### src/rtl/kpdc_pkg.sv
// Shared types and constants for the key press duration classifier.
`default_nettype none

package kpdc_pkg;

    // Default width of the hold tick counter
    localparam int unsigned COUNT_WIDTH_DEF = 16;

    // Threshold register width and reset values
    localparam int unsigned THR_WIDTH       = 16;
    localparam logic [THR_WIDTH-1:0] LONG_TICKS_RST      = 16'd200;
    localparam logic [THR_WIDTH-1:0] VERY_LONG_TICKS_RST = 16'd1000;

    // Margin added when the count is pinned past a threshold
    localparam int unsigned PIN_MARGIN = 50;

    // Configuration register indexes
    localparam int unsigned CFG_IDX_WIDTH = 1;
    localparam logic [CFG_IDX_WIDTH-1:0] CFG_LONG_TICKS      = 1'b0;
    localparam logic [CFG_IDX_WIDTH-1:0] CFG_VERY_LONG_TICKS = 1'b1;

    // Stream data widths
    localparam int unsigned S_TDATA_WIDTH = 8;
    localparam int unsigned M_TDATA_WIDTH = 8;

    typedef enum logic [2:0] {
        PH_IDLE  = 3'b001,
        PH_PRESS = 3'b010,
        PH_HOLD  = 3'b100
    } phase_t;

    typedef enum logic [1:0] {
        EV_NONE  = 2'd0,
        EV_SHORT = 2'd1,
        EV_LONG  = 2'd2,
        EV_VLONG = 2'd3
    } key_event_t;

    // Classifier state seen from outside the core
    typedef struct packed {
        phase_t phase;
        logic   lock_armed;
    } core_status_t;

endpackage : kpdc_pkg

`default_nettype wire

### src/rtl/kpdc_core.sv
// Press/hold state machine, saturating hold counter and event decode.
`default_nettype none

module kpdc_core #(
    parameter int unsigned COUNT_WIDTH = kpdc_pkg::COUNT_WIDTH_DEF
) (
    input  wire logic                           aclk,
    input  wire logic                           aresetn,
    input  wire logic                           step,
    input  wire logic                           key_level,
    input  wire logic                           power_on,
    input  wire logic [kpdc_pkg::THR_WIDTH-1:0] long_ticks,
    input  wire logic [kpdc_pkg::THR_WIDTH-1:0] very_long_ticks,
    output kpdc_pkg::key_event_t                key_event,
    output kpdc_pkg::core_status_t              status
);

    // Working width: room for either operand plus one carry bit
    localparam int unsigned CW = ((COUNT_WIDTH > kpdc_pkg::THR_WIDTH) ?
                                  COUNT_WIDTH : kpdc_pkg::THR_WIDTH) + 1;
    localparam logic [CW-1:0] CNT_MAX    = CW'({COUNT_WIDTH{1'b1}});
    localparam logic [CW-1:0] MARGIN_EXT = CW'(kpdc_pkg::PIN_MARGIN);

    kpdc_pkg::phase_t         phase_reg, phase_next;
    logic [COUNT_WIDTH-1:0]   count_reg, count_next;
    logic                     lock_reg,  lock_next;

    logic [CW-1:0] cnt_ext, inc_raw, inc_sat, long_ext, vlong_ext;
    logic [CW-1:0] pin_long_raw, pin_long, pin_vlong_raw, pin_vlong;
    logic          pressed;

    assign pressed       = ~key_level;
    assign cnt_ext       = CW'(count_reg);
    assign long_ext      = CW'(long_ticks);
    assign vlong_ext     = CW'(very_long_ticks);
    assign inc_raw       = cnt_ext + CW'(1);
    assign inc_sat       = (inc_raw > CNT_MAX) ? CNT_MAX : inc_raw;
    assign pin_long_raw  = long_ext + MARGIN_EXT;
    assign pin_long      = (pin_long_raw > CNT_MAX) ? CNT_MAX : pin_long_raw;
    assign pin_vlong_raw = vlong_ext + MARGIN_EXT;
    assign pin_vlong     = (pin_vlong_raw > CNT_MAX) ? CNT_MAX : pin_vlong_raw;

    always_comb begin
        phase_next = phase_reg;
        count_next = count_reg;
        lock_next  = lock_reg;
        key_event  = kpdc_pkg::EV_NONE;
        unique case (phase_reg)
            kpdc_pkg::PH_PRESS: begin
                phase_next = pressed ? kpdc_pkg::PH_HOLD : kpdc_pkg::PH_IDLE;
                count_next = '0;
            end
            kpdc_pkg::PH_HOLD: begin
                if (!pressed) begin
                    phase_next = kpdc_pkg::PH_IDLE;
                    if (cnt_ext < long_ext) begin
                        key_event = kpdc_pkg::EV_SHORT;
                    end
                    count_next = '0;
                    lock_next  = 1'b0;
                end else begin
                    count_next = inc_sat[COUNT_WIDTH-1:0];
                    if (inc_sat >= long_ext) begin
                        if (inc_sat == long_ext) begin
                            key_event = kpdc_pkg::EV_LONG;
                            lock_next = lock_reg | power_on;
                        end
                        if (lock_next) begin
                            if (inc_sat == vlong_ext) begin
                                key_event = kpdc_pkg::EV_VLONG;
                            end
                            if (inc_sat >= vlong_ext) begin
                                count_next = pin_vlong[COUNT_WIDTH-1:0];
                            end
                        end else begin
                            count_next = pin_long[COUNT_WIDTH-1:0];
                        end
                    end
                end
            end
            default: begin
                phase_next = pressed ? kpdc_pkg::PH_PRESS : kpdc_pkg::PH_IDLE;
            end
        endcase
    end

    always_ff @(posedge aclk) begin
        if (!aresetn) begin
            phase_reg <= kpdc_pkg::PH_IDLE;
            count_reg <= '0;
            lock_reg  <= 1'b0;
        end else if (step) begin
            phase_reg <= phase_next;
            count_reg <= count_next;
            lock_reg  <= lock_next;
        end
    end

    assign status.phase      = phase_reg;
    assign status.lock_armed = lock_reg;

endmodule : kpdc_core

`default_nettype wire

### src/rtl/key_press_duration_classifier.sv
// Top level of the key press duration classifier: stream ports, config, pipeline.
`default_nettype none

// Key press duration classifier. Each request on the s_ side is one sample of
// the key pin (low means pressed) together with the system power flag; each
// sample yields exactly one response on the m_ side carrying a key event:
// none, short press, long press or very long press. A press is qualified over
// two pressed samples, then hold ticks are counted. Release before long_ticks
// gives a short press; reaching long_ticks gives a long press and, with power
// on, arms a lock so that reaching very_long_ticks later gives a very long
// press. The hold counter saturates and is pinned 50 ticks past the threshold
// that applies. Throughput is one sample per clock unless m_tready stalls the
// output; each sample goes through the input register, then through the state
// update into the output register. Thresholds are written through the cfg_ port
// and must only change while no request is in flight.

module key_press_duration_classifier #(
    parameter int unsigned COUNT_WIDTH = kpdc_pkg::COUNT_WIDTH_DEF
) (
    input  wire logic                               aclk,
    input  wire logic                               aresetn,
    // Input stream
    input  wire logic                               s_tvalid,
    output logic                                    s_tready,
    input  wire logic [kpdc_pkg::S_TDATA_WIDTH-1:0] s_tdata,  // [0] key_level, [1] power_on
    // Result stream
    output logic                                    m_tvalid,
    input  wire logic                               m_tready,
    output logic [kpdc_pkg::M_TDATA_WIDTH-1:0]      m_tdata,  // [1:0] key_event
    // Configuration write port
    input  wire logic                               cfg_wr_en,
    input  wire logic [kpdc_pkg::CFG_IDX_WIDTH-1:0] cfg_index,
    input  wire logic [kpdc_pkg::THR_WIDTH-1:0]     cfg_data
);

    // Threshold registers
    logic [kpdc_pkg::THR_WIDTH-1:0] long_ticks_reg;
    logic [kpdc_pkg::THR_WIDTH-1:0] very_long_ticks_reg;

    // Input register stage
    logic in_valid_reg;
    logic key_level_reg;
    logic power_on_reg;

    // Output register stage
    logic       out_valid_reg;
    logic [1:0] key_event_reg;

    logic                   advance;
    kpdc_pkg::key_event_t   core_event;
    kpdc_pkg::core_status_t core_status;

    // Move a request into the output stage when that stage is free or draining
    assign advance  = in_valid_reg & (~out_valid_reg | m_tready);
    assign s_tready = ~in_valid_reg | advance;

    always_ff @(posedge aclk) begin
        if (!aresetn) begin
            long_ticks_reg      <= kpdc_pkg::LONG_TICKS_RST;
            very_long_ticks_reg <= kpdc_pkg::VERY_LONG_TICKS_RST;
        end else if (cfg_wr_en) begin
            unique case (cfg_index)
                kpdc_pkg::CFG_LONG_TICKS:      long_ticks_reg      <= cfg_data;
                kpdc_pkg::CFG_VERY_LONG_TICKS: very_long_ticks_reg <= cfg_data;
                default: ;
            endcase
        end
    end

    always_ff @(posedge aclk) begin
        if (!aresetn) begin
            in_valid_reg <= 1'b0;
        end else if (s_tready) begin
            in_valid_reg <= s_tvalid;
        end
    end

    // Payload needs no reset
    always_ff @(posedge aclk) begin
        if (s_tvalid && s_tready) begin
            key_level_reg <= s_tdata[0];
            power_on_reg  <= s_tdata[1];
        end
    end

    kpdc_core #(
        .COUNT_WIDTH (COUNT_WIDTH)
    ) u_core (
        .aclk            (aclk),
        .aresetn         (aresetn),
        .step            (advance),
        .key_level       (key_level_reg),
        .power_on        (power_on_reg),
        .long_ticks      (long_ticks_reg),
        .very_long_ticks (very_long_ticks_reg),
        .key_event       (core_event),
        .status          (core_status)
    );

    always_ff @(posedge aclk) begin
        if (!aresetn) begin
            out_valid_reg <= 1'b0;
        end else if (advance) begin
            out_valid_reg <= 1'b1;
        end else if (m_tready) begin
            out_valid_reg <= 1'b0;
        end
    end

    always_ff @(posedge aclk) begin
        if (advance) begin
            key_event_reg <= core_event;
        end
    end

    assign m_tvalid = out_valid_reg;
    assign m_tdata  = {{(kpdc_pkg::M_TDATA_WIDTH-2){1'b0}}, key_event_reg};

`ifndef NO_ASSERTIONS
    // The lock lives only inside a hold; it is cleared by the release
    a_lock_only_in_hold: assert property (@(posedge aclk) disable iff (!aresetn)
        core_status.lock_armed |-> (core_status.phase == kpdc_pkg::PH_HOLD))
        else $error("lock armed outside hold phase");

    // A very long event can only come out of an armed lock
    a_vlong_needs_lock: assert property (@(posedge aclk) disable iff (!aresetn)
        (advance && (core_event == kpdc_pkg::EV_VLONG)) |=> core_status.lock_armed)
        else $error("very long event without armed lock");

    // A short press ends the hold and drops any lock
    a_short_ends_hold: assert property (@(posedge aclk) disable iff (!aresetn)
        (advance && (core_event == kpdc_pkg::EV_SHORT)) |=>
            ((core_status.phase == kpdc_pkg::PH_IDLE) && !core_status.lock_armed))
        else $error("short press did not return to idle");

    // Input side stalls only when both stages are full and output is blocked
    a_stall_only_when_full: assert property (@(posedge aclk) disable iff (!aresetn)
        !s_tready |-> (in_valid_reg && out_valid_reg && !m_tready))
        else $error("input stalled without a full pipeline");
`endif

endmodule : key_press_duration_classifier

`default_nettype wire

### config.mk
export PLATFORM = sky130hd
export DESIGN_NAME = key_press_duration_classifier
export DESIGN_NICKNAME = d
export VERILOG_FILES = /design/src/rtl/kpdc_pkg.sv /design/src/rtl/kpdc_core.sv /design/src/rtl/key_press_duration_classifier.sv
export SDC_FILE = /design/constraint.sdc
export NUM_CORES = 1
export LEC_CHECK = 0
export CORE_ASPECT_RATIO = 0.9
export CORE_UTILIZATION = 61
export CTS_BUF_LIST = sky130_fd_sc_hd__clkbuf_4
export DETAILED_ROUTE_END_ITERATION = 10
export DONT_BUFFER_PORTS = 1
export MAX_ROUTING_LAYER = met4
export PLACE_DENSITY_LB_ADDON = 0.15
export SLEW_MARGIN = 40
export SYNTH_ARGS = -nofsm -noshare
export SYNTH_HDL_FRONTEND = slang
export SYNTH_SLANG_ARGS = --single-unit
export TNS_END_PERCENT = 30
### constraint.sdc
create_clock -name aclk -period 4.2 [get_ports aclk]
set_input_delay 0.21 -clock aclk [delete_from_list [all_inputs] [get_ports aclk]]
set_output_delay 0.21 -clock aclk [all_outputs]
set_load 0.02 [all_outputs]
# After elaboration in Yosys (flattened, before gate mapping)
# Cells that the tools add are included.
# totals
wordCells	66
inputBits	30
output_inout_bits	10
register_bits	58
# op_classes
n_reduce_logical	9
bitwise_logic	7
order_cmp	6
eq_ne	5
n_mux	26
addsub	3
# ops
op	n
two-way mux 16 bit	6
greater-than comparator 17 x 16 -> 1 bit (second input constant)	3
adder 16 x 6 -> 17 bit (second input constant)	2
== test 17 x 16 -> 1 bit	2
>= comparator 17 x 16 -> 1 bit	2
case mux 16 bit (2 select lines)	1
adder 16 x 1 -> 17 bit (second input constant)	1
two-way mux 17 bit	1
< comparator 16 bit	1
two-way mux 2 bit	6
two-way mux 1 bit	9
AND reduction 2 bit	4
two-way mux 3 bit	2
case mux 3 bit (2 select lines)	1
nonzero test 2 bit	3
== test 3 x 2 -> 1 bit (second input constant)	1
== test 3 bit (second input constant)	1
NOT 1 bit	3
OR 1 bit	3
AND reduction 3 bit	1
!= test 2 bit (second input constant)	1
AND 1 bit	1
logical AND 1 bit	1

# Longest topological paths before layout
# logic_depth
depth_word	12
ltp_mapped	18
mapped_depth_nobuf	16

# Cells and area by module
# Synthesis repeated with hierarchy kept, for this count alone.
# unflattened
cells_unflattened	632
area_unflattened_um2	5132.4
# by_module_without_submodules
mod	cells_per_inst	instances	area_per_inst_um2
kpdc_core	480	1	3617.2
key_press_duration_classifier	152	1	1515.2

# Worst setup path after synthesis
# OpenSTA, ideal clock, no wires.
# synth_timing
path_type	register -> register
from	reg u_core.count_reg[6]
to	reg u_core.count_reg[6]
setup_time_ns	0.114
stages_incl_launch_ff	18
arrival_time_ns	3.975
slack_ns	0.111
path_cell_list	dfxtp_1 > nand3_2 > or3_1 > buf_2 > o311ai_1 > o31ai_1 > a31oi_2 > or3b_1 > ha_1 > and4_1 > nor4b_2 > o211a_1 > a211oi_2 > clkbuf_1 > a211oi_1 > o21ai_1 > o2111a_1 > a21o_1
# synth_via
elab_chain_cells	12
elab_cells_between_ends	15
classes_between	add/sub (1); order compare (3); eq/ne (1); mux (10)
# synth_rtl
element	line	text
start: declaration	kpdc_core.sv:25	logic [COUNT_WIDTH-1:0] count_reg, count_next;
start signal: assignment	kpdc_core.sv:94	count_reg <= count_next;
adder 16 x 1 -> 17 bit (*)	kpdc_core.sv:36	assign inc_raw = cnt_ext + CW'(1);
greater-than comparator 17 x 16 -> 1 bit	kpdc_core.sv:37	assign inc_sat = (inc_raw > CNT_MAX) ? CNT_MAX : inc_raw;
two-way mux 17 bit (*)	kpdc_core.sv:37	
branches (longest 6 deep; another with >= comparator 17 x 16 -> 1 bit)	--	
two-way mux 16 bit (*)	kpdc_core.sv:63	if (inc_sat >= long_ext) begin
two-way mux 16 bit (*)	kpdc_core.sv:54	if (!pressed) begin
case mux 16 bit (2 select lines) (*)	kpdc_core.sv:48	unique case (phase_reg)
# Mark *: on every way between the ends. The select of a mux whose other input is x is not followed.
# A chain may end at the register's enable or synchronous reset.

# Final worst setup path
# layout_timing
from	reg u_core.count_reg[9]
to	reg u_core.count_reg[9]
# The elaborated chain is that of the path after synthesis.

==> reports/qor.yml <==
finish:
  num_antenna_cells: 0
  area_growth_pct: 25.70
  final_nets: 826
  final_cells: 847
  drive_gt1_frac: 0.2393
  final_core_util: 0.7972
  fin_area_um2: 6462
floorplanning:
  io_pins: 40
  die_h_um: 89.10
  core_area_um2: 8107
  dieArea_um2: 8800
  rows: 31
  die_x_um: 98.77
  start_util: 0.6342
sta:
  fin_worst_skew_ns: 0.02176
  setup_viol: 9
  fin_tns_setup_ns: -0.5220
  hold_viol: 0
  slew_headroom: 0.4751
  worstMarginPinSlew_ns: 0.7874
  drv_slew: 0
  rsz0062_at_grt: "yes"
  fmax_ghz: 0.2319
  layout_min_cycle_time_ns: 4.311
  worst_slack_ns: -0.1115
  layout_worst_path_cycle_share: 1.027
worst_setup_path:
  crit_type: "flip-flop to flip-flop"
  cp_slowest_cell: "or3_4"
  slowest_delay_ns: 0.45
  cp-end-kind: "flip-flop"
  cp.arrival_ns: 4.65
  required_ns: 4.54
  crit_top_cell: "buf_4"
  path_cells: "nand3_2, or3_4, buf_6, nor2_1, o22ai_1, a31oi_2, or3b_4, ha_1, and4_1, nor4b_4, buf_4, o211a_4, a211oi_4, buf_4, a211oi_2, buf_4, buf_4, a32oi_1, a32o_1"
  r2r-start: "u_core.count_reg[9]"
  cp-startpoint: "u_core.count_reg[9]"
  cp_max_fo: 6
  start_kind: "flip-flop"
min_path:
  min_from: "s_tvalid"
  hp-class: "input port to flip-flop"
pwr:
  p_leak_nw: 2.698
  peakVddDrop_v: 0.0002097
  power_mw: 1.201
  p_per_area_nw_per_um2: 185.9
clock_network:
  clkLatencyLatePin_ns: 0.43
  cts_buffer_depth: 2
  h-tree-depth: 3
  numClockSinks: 58
  numCtsBuffers: 9
  cts.clk_slew.worst_paths_ns: 0.13
  clockRootBuffer: "clkbuf_4"
  cts_tree: "done"
synth:
  async_flop_share: 0
  synth_seq_cells: 58
  yosys-top-cells-area: "dfxtp_1, ha_1, nand2_1"
  synthesis.area_um2: 5141
  ys_warn_count: 0
  synth_cells: 649
  yosysSeqAreaShare: 0.2336
  synth_top_area_share: 0.2103
  yosysMostFrequentCell: "nand2_1"
  synth_common_cells: "nand2_1, dfxtp_1, ha_1"
  synth_edf_count: 4
  synth_cell_types: 86
  syn_area_per_cell_um2: 7.922
  synthFlopType: "dfxtp_1"
  synth_top_cell_by_area: "dfxtp_1"
drt:
  wl_per_cell_um: 22.28
  dr.pass1.iters: 5
  totalWireLength_um: 18870
  ant_nets: 0
  via_count: 5596
  drt-initial-drc-count: 603
  drc: 0
  vias_per_cell: 6.607
grt:
  global_route.overflow_total: 0
  antenna_found_initial: 0
  grt_max_degree: 41
  grt_pass1_wl_um: 26790
  grt_pass1_vias: 5063
  grt_usage: 0.4240
place:
  place_congestion: 1.042
  dp_hpwl_um: 13460
  port_buffers: 0
  place_area_um2: 5680
  placed_cells_incl_taps: 800
job:
  cap_violations: 0
status:
  status: "complete, but fails checks"
  failed_checks: "setup timing"
==> layout make-up <==
cell class / count / area (µm²)
multi-input cells: 524 / 3951
fillers: 552 / 1644
flip-flops and latches: 58 / 1216
repair buffers: 107 / 897.1
inverters: 43 / 161.4
well taps: 99 / 123.9
clock buffers: 9 / 67.56
clock inverters: 7 / 45.04
==> layout by cell type, fill, tap and decap left out, types with 5 or more instances in the layout <==
master         count
and2_1             9
nand4_1           15
nand2b_1           9
and3_1             5
xnor2_1           25
buf_4             80
nor4_1             5
nor4_2             5
dlygate4sd3_1     20
a21boi_0          25
nand3_1           19
a21o_1            11
nand2_1          108
nand3_2            7
a21oi_1           30
a31oi_1            8
clkbuf_4           9
nor2_1            23
nor2b_1            7
dfxtp_2            6
o211ai_1          11
conb_1             6
nor3_1            10
buf_6              5
inv_1             42
ha_1              49
o21ai_0           17
dfxtp_1           46
==> final timing paths <==
path	depth (start not counted)	slack (ns)	to
setup / recovery	19	-0.11	u_core.count_reg[9]
hold / removal	1	0.06	key_level_reg
setup reg to reg	19	-0.11	u_core.count_reg[9]
hold reg to reg	2	0.51	very_long_ticks_reg[14]
==> report_power, final <==
group / internal [mW] / switching, mW
registers: 0.575 / 0.0328
logic: 0.0815 / 0.135
clock network: 0.119 / 0.258
==> metrics by stage <==
stage          hold slack [ns]  setup slack [ns]
2_1_floorplan           0.3089            0.1108
3_3_place_gp            0.3089          -0.08357
3_5_place_dp            0.3089           -0.2089
4_1_cts               0.006844          0.002330
5_1_grt                0.05668           -0.2245
6_report               0.05587           -0.1115
==> layer usage <==
metal	vias to the layer above	share of wire	global-route usage
li1	2551	-	-
met1	2596	0.41	0.5340
met2	373	0.44	0.6701
met3	76	0.10	0.07975
met4	0	0.045	0.1845
met5	-	0	-
==> timing repair <==
action / 4_1_cts / 5_1_grt
pin swaps: 4 / 20
setup endpoints to repair: 16 / 17
resized for setup: 13 / 58
cloned: 0 / 0
hold buffers: 21 / 0
hold endpoints to repair: 42 / 0
setup buffers: 3 / 8
==> logic make-up after synthesis <==
| kind of cell | synth area share |
|---|---|
| xor+xnor | 0.04600 |
| compound gates | 0.2565 |
| buf+inv | 0.06814 |
| flops | 0.2336 |
| fa+ha+maj | 0.1290 |
| other cells | 0.0007294 |
| simple gates | 0.2577 |
| mux | 0.008274 |
==> worst max-delay path: cells and delay by family (launching register included) <==
family | cells | cell delay [ns]
and+or+nand+nor | 6 | 1.53
AOI/OAI and AO/OA | 7 | 1.20
buffers and inverters | 5 | 0.80
DFF | 1 | 0.38
adders and majority gates | 1 | 0.30
Power figures use the tool's default switching activity.
